**src/rtl/core/apc_pkg.sv**
```systemverilog
// Shared types and constants of the aperture point clip block.
package apc_pkg;

   localparam int DEF_MAX_VERTICES = 16;
   localparam int DEF_COORD_WIDTH  = 24;

   localparam int MODE_W     = 3;
   localparam int RADIUS_W   = 23;
   localparam int COUNT_W    = 5;
   localparam int VIDX_W     = 4;
   localparam int CSR_DATA_W = 23;
   localparam int RSP_DATA_W = 8;

   typedef enum logic [MODE_W-1:0] {
      MODE_NONE        = 3'd0,
      MODE_CIRCULAR    = 3'd1,
      MODE_OBSTRUCTION = 3'd2,
      MODE_ANNULUS     = 3'd3,
      MODE_POLYGON     = 3'd4
   } aperture_mode_type;

   typedef enum logic [1:0] {
      CSR_MODE       = 2'd0,
      CSR_RADIUS_MAX = 2'd1,
      CSR_RADIUS_MIN = 2'd2,
      CSR_VTX_COUNT  = 2'd3
   } csr_index_type;

   typedef enum logic {
      FUNC_VERTEX_WRITE = 1'b0,
      FUNC_POINT_TEST   = 1'b1
   } func_type;

   // Load strobes for the edge cell's pipeline registers.
   typedef struct packed {
      logic load2;
      logic load3;
      logic load4;
   } edge_ctl_type;

endpackage

```
**src/rtl/core/apc_edge.sv**
```systemverilog
// One polygon edge cell: exact crossing and left-of-edge test, three stages.
module apc_edge #(
   parameter int COORD_WIDTH = apc_pkg::DEF_COORD_WIDTH
) (
   input  logic                          clock,
   input  apc_pkg::edge_ctl_type         ctl,
   input  logic                          active,
   input  logic signed [COORD_WIDTH-1:0] pt_x,
   input  logic signed [COORD_WIDTH-1:0] pt_y,
   input  logic signed [COORD_WIDTH-1:0] vi_x,
   input  logic signed [COORD_WIDTH-1:0] vi_y,
   input  logic signed [COORD_WIDTH-1:0] vj_x,
   input  logic signed [COORD_WIDTH-1:0] vj_y,
   output logic                          toggle
);
   import apc_pkg::*;

   localparam int DIFF_W = COORD_WIDTH + 1;
   localparam int PROD_W = 2 * DIFF_W;

   logic signed [DIFF_W-1:0] a_in, b_in, c_in, d_in;
   logic signed [DIFF_W-1:0] a_ff, b_ff, c_ff, d_ff;
   logic                     cross_in, cross_ff, cross2_ff;
   logic signed [PROD_W-1:0] p1_in, p2_in, p1_ff, p2_ff;
   logic                     bpos_ff;
   logic                     left;
   logic                     toggle_in, toggle_ff;

   // Stage 2: differences against the edge's start vertex.
   assign a_in     = pt_x - vi_x;
   assign b_in     = vj_y - vi_y;
   assign c_in     = vj_x - vi_x;
   assign d_in     = pt_y - vi_y;
   assign cross_in = active && ((vi_y > pt_y) != (vj_y > pt_y));

   always_ff @(posedge clock) begin
      if (ctl.load2) begin
         a_ff     <= a_in;
         b_ff     <= b_in;
         c_ff     <= c_in;
         d_ff     <= d_in;
         cross_ff <= cross_in;
      end
   end

   // Stage 3: both cross products.
   assign p1_in = a_ff * b_ff;
   assign p2_in = c_ff * d_ff;

   always_ff @(posedge clock) begin
      if (ctl.load3) begin
         p1_ff     <= p1_in;
         p2_ff     <= p2_in;
         bpos_ff   <= (b_ff > 0);
         cross2_ff <= cross_ff;
      end
   end

   // Stage 4: point strictly left of the edge; flip the compare for a falling edge.
   assign left      = bpos_ff ? (p1_ff < p2_ff) : (p2_ff < p1_ff);
   assign toggle_in = cross2_ff && left;

   always_ff @(posedge clock) begin
      if (ctl.load4) begin
         toggle_ff <= toggle_in;
      end
   end

   assign toggle = toggle_ff;

endmodule

```
**config.mk**
```make
export PLATFORM = sky130hd
export DESIGN_NAME = apc_edge
export DESIGN_NICKNAME = d
export VERILOG_FILES = /design/src/rtl/core/apc_pkg.sv /design/src/rtl/core/apc_edge.sv
export SDC_FILE = /design/constraint.sdc
export NUM_CORES = 2
export LEC_CHECK = 0
export ABC_AREA = 1
export BUFFER_PORTS_ARGS = -buffer_cell sky130_fd_sc_hd__buf_2
export CORE_MARGIN = 2
export CORE_UTILIZATION = 55
export CTS_CLUSTER_DIAMETER = 60
export DETAILED_ROUTE_END_ITERATION = 10
export GPL_ROUTABILITY_DRIVEN = 0
export PLACE_DENSITY = 0.71
export REMOVE_ABC_BUFFERS = 1
export SYNTH_ARGS = -nofsm -noshare
export SYNTH_HDL_FRONTEND = slang
export SYNTH_SLANG_ARGS = --single-unit
export TNS_END_PERCENT = 10
```
**constraint.sdc**
```tcl
create_clock -name clock -period 20.3 [get_ports clock]
set_clock_uncertainty 0.05 [all_clocks]
set_input_delay 6.09 -clock clock [delete_from_list [all_inputs] [get_ports clock]]
set_output_delay 6.09 -clock clock [all_outputs]
set_load 0.02 [all_outputs]
```
==> impl_metrics.py <==
metrics = {
    "outcome": {
        "status": "complete, no violations",
    },
    "sta": {
        "relSlewSlack_pct": 15.1,
        "timing.final.crit_share_pct": 39.9,
        "fin_crit_ns": 8.10,
        "hold_viol": 0,
        "tightest_slew_ns": 1.27,
        "setup_viol": 0,
        "drv_slew": 0,
        "rsz0062_at_grt": "no",
        "setup_tns_ns": 0,
        "max_freq_mhz": 123,
    },
    "cells_and_area": {
        "finish.net_count": 9449,
        "drive_gt1_share_pct": 5.27,
        "area_growth_pct": 5.03,
        "fillers": 9816,
        "final_cell_mix": "inv_1, nand2_1, fa_1",
        "multi_input_area_sq_um": 45900,
        "final_common_cell": "inv_1",
        "seq_area_sq_um": 6130,
    },
    "clocking": {
        "cts_root_buf": "clkbuf_16",
        "post_cts_buffers": 0,
        "cts.sinks": 204,
        "cts-htree-levels": 1,
        "hold_buffers": 0,
        "cts_buffers": 26,
        "cts_buffer_depth": 3,
        "insertion_delay_ns": 0.57,
        "cts_resized": 0,
        "cts_tree": "yes",
        "clk_pin_slew_worst_paths_ns": 0.06,
    },
    "routing": {
        "drtPass1Iterations": 7,
        "drc": 0,
        "vias": 48100,
        "avgViaCountPerCell": 5.32,
        "drt_wl_total_um": 170000,
        "drtIter0Drc": 4014,
        "wl_per_cell_um": 18.8,
        "antenna_left": 0,
    },
    "critical_path": {
        "cpMostUsedCell": "fa_1",
        "max_stage_delay_ns": 1.10,
        "worstSetupPathType": "reg2reg",
        "path_cells": "nand2_1 > inv_1 > fa_1 > fa_1 > fa_1 > inv_1 > fa_1 > fa_1 > fa_1 > fa_1 > inv_1 > ha_1 > nand2_1 > nor2_1 > inv_1 > nor2_1 > nor2_1 > nor2_1 > nor2_1 > nand2_1 > nor2_1 > inv_1 > nand2_1 > nand2_1",
        "crit_family": "adder cells",
        "crit_buf_inv": 5,
        "cpMaxStageDelayCell": "edfxtp_1",
        "worst-path-max-fanout": 25,
        "crit_arrival_ns": 8.37,
        "worstPathRequired_ns": 20.57,
        "start_kind": "register",
        "crit_path_end_kind": "register",
    },
    "floorplanning": {
        "die_area_sq_um": 115000,
        "die_h_um": 339,
        "core_area_sq_um": 111000,
        "ios": 150,
        "die_w_um": 339,
        "std_cell_rows": 122,
        "initial_core_util_pct": 55.6,
    },
    "grt": {
        "gr-usage-all-layers_pct": 30.3,
        "grt_pass1_wl_um": 274000,
        "grt.overflow.total": 0,
        "grt_pass1_vias": 51300,
        "grt_max_degree": 78,
        "antenna_found_initial": 3,
    },
    "synthesis": {
        "yosysWarnings": 0,
        "synth.top_cell.area_share_pct": 42.8,
        "synthTopCellsByArea": "fa_1, inv_1, nand2_1",
        "syn_avg_cell_area_sq_um": 8.17,
        "yosysUniqueCellTypes": 52,
        "synth_seq_cells": 204,
        "synth-main-ff-cell": "edfxtp_1",
        "synth_cells": 7556,
        "synth-edff-count": 204,
        "synth_top_area_cell": "fa_1",
        "async_flop_share_pct": 0,
        "syn_area_sq_um": 61700,
        "yosysSeqAreaShare_pct": 9.92,
    },
    "placed_design": {
        "place_hpwl_um": 138000,
        "port_buffers": 149,
    },
    "run": {
        "maxCapViolations": 0,
    },
    "min_path": {
        "hp-class": "reg2reg",
    },
}
registers in the layout (all words and copies together) (netlist names):
name	flops
toggle	1
cross2_ff	1
a_ff	25
p2_ff	50
cross_ff	1
p1_ff	50
d_ff	25
b_ff	25
c_ff	25
bpos_ff	1
worst paths after layout:
kind              cells after the start   endpoint  slack (ns)      from
hold reg to reg                       0  cross2_ff        0.55  cross_ff
setup reg to reg                     24  p2_ff[49]       12.20  c_ff[24]
setup / recovery                     24  p2_ff[49]       12.20  c_ff[24]
hold / removal                        0  cross2_ff        0.55  cross_ff
layout make-up:
class / count / share of cell area, %
Multi-Input combinational cell: 4775 / 70.8
Inverter: 2278 / 13.2
Sequential cell: 204 / 9.45
Tap cell: 1488 / 2.87
Timing Repair Buffer: 242 / 2.23
Clock buffer: 29 / 1.02
Clock inverter: 18 / 0.378
Antenna cell: 4 / 0.0154
cells in the mapped netlist (5+ instances only):
cell type,n
o21ai_2,7
xor2_1,132
a21o_1,23
a21oi_1,237
nand3_2,6
nor2_1,285
nand2_1,1751
nor3_2,6
xnor2_1,63
nor2_2,19
o21a_1,12
nand4_1,26
nand3_1,106
or2_2,20
nor2_4,5
inv_1,2262
edfxtp_1,204
nand2_2,17
o21ai_0,125
fa_1,1320
nor3_1,22
and3_1,7
a21oi_2,8
nor4_1,11
ha_1,453
inv_2,16
a211oi_1,9
clkbuf_1,298
o21bai_1,21
o21ai_1,26
a31oi_1,18
kinds of logic (layout without fill, tap and decap cells):
| family | count (synthesis) | after routing | synth area share [%] |
|---|---|---|---|
| flip-flops | 204 | 204 | 9.92 |
| XOR/XNOR | 196 | 196 | 2.79 |
| adder cells (fa/ha/maj) | 1773 | 1773 | 52.0 |
| buffers and inverters | 2577 | 2567 | 15.7 |
| other | 0 | 4 | 0 |
| AND/OR/NAND/NOR | 2294 | 2294 | 14.9 |
| AO/OA/AOI/OAI | 512 | 512 | 4.70 |
metal layers:
layer  track usage, %  up-vias  part of all wire [%]
met4             12.7        2                   5.2
met1             40.0    23400                    39
met5                0        -                0.0059
met3             6.82      507                    11
met2             48.4     2539                    45
li1                 -    21600                     -
metrics by stage:
step / util [%] / cells / worst slack, ns / hold WS (ns) / instance area (sq um)
5_1_grt: 58.4 / 9034 / 11.82 / 0.561 / 64800
6_report: 58.4 / 9038 / 12.20 / 0.554 / 64800
4_1_cts: 58.4 / 9034 / 12.31 / 0.548 / 64800
3_5_place_dp: 57.6 / 8987 / 12.01 / 0.533 / 63900
2_1_floorplan: - / 7257 / 12.38 / 0.350 / 60600
3_3_place_gp: 57.6 / 8987 / 12.04 / 0.562 / 63900
Power is left out: the tool's default activity adds up to more than one toggle a clock period on the data nets, which glitch-free logic cannot reach.
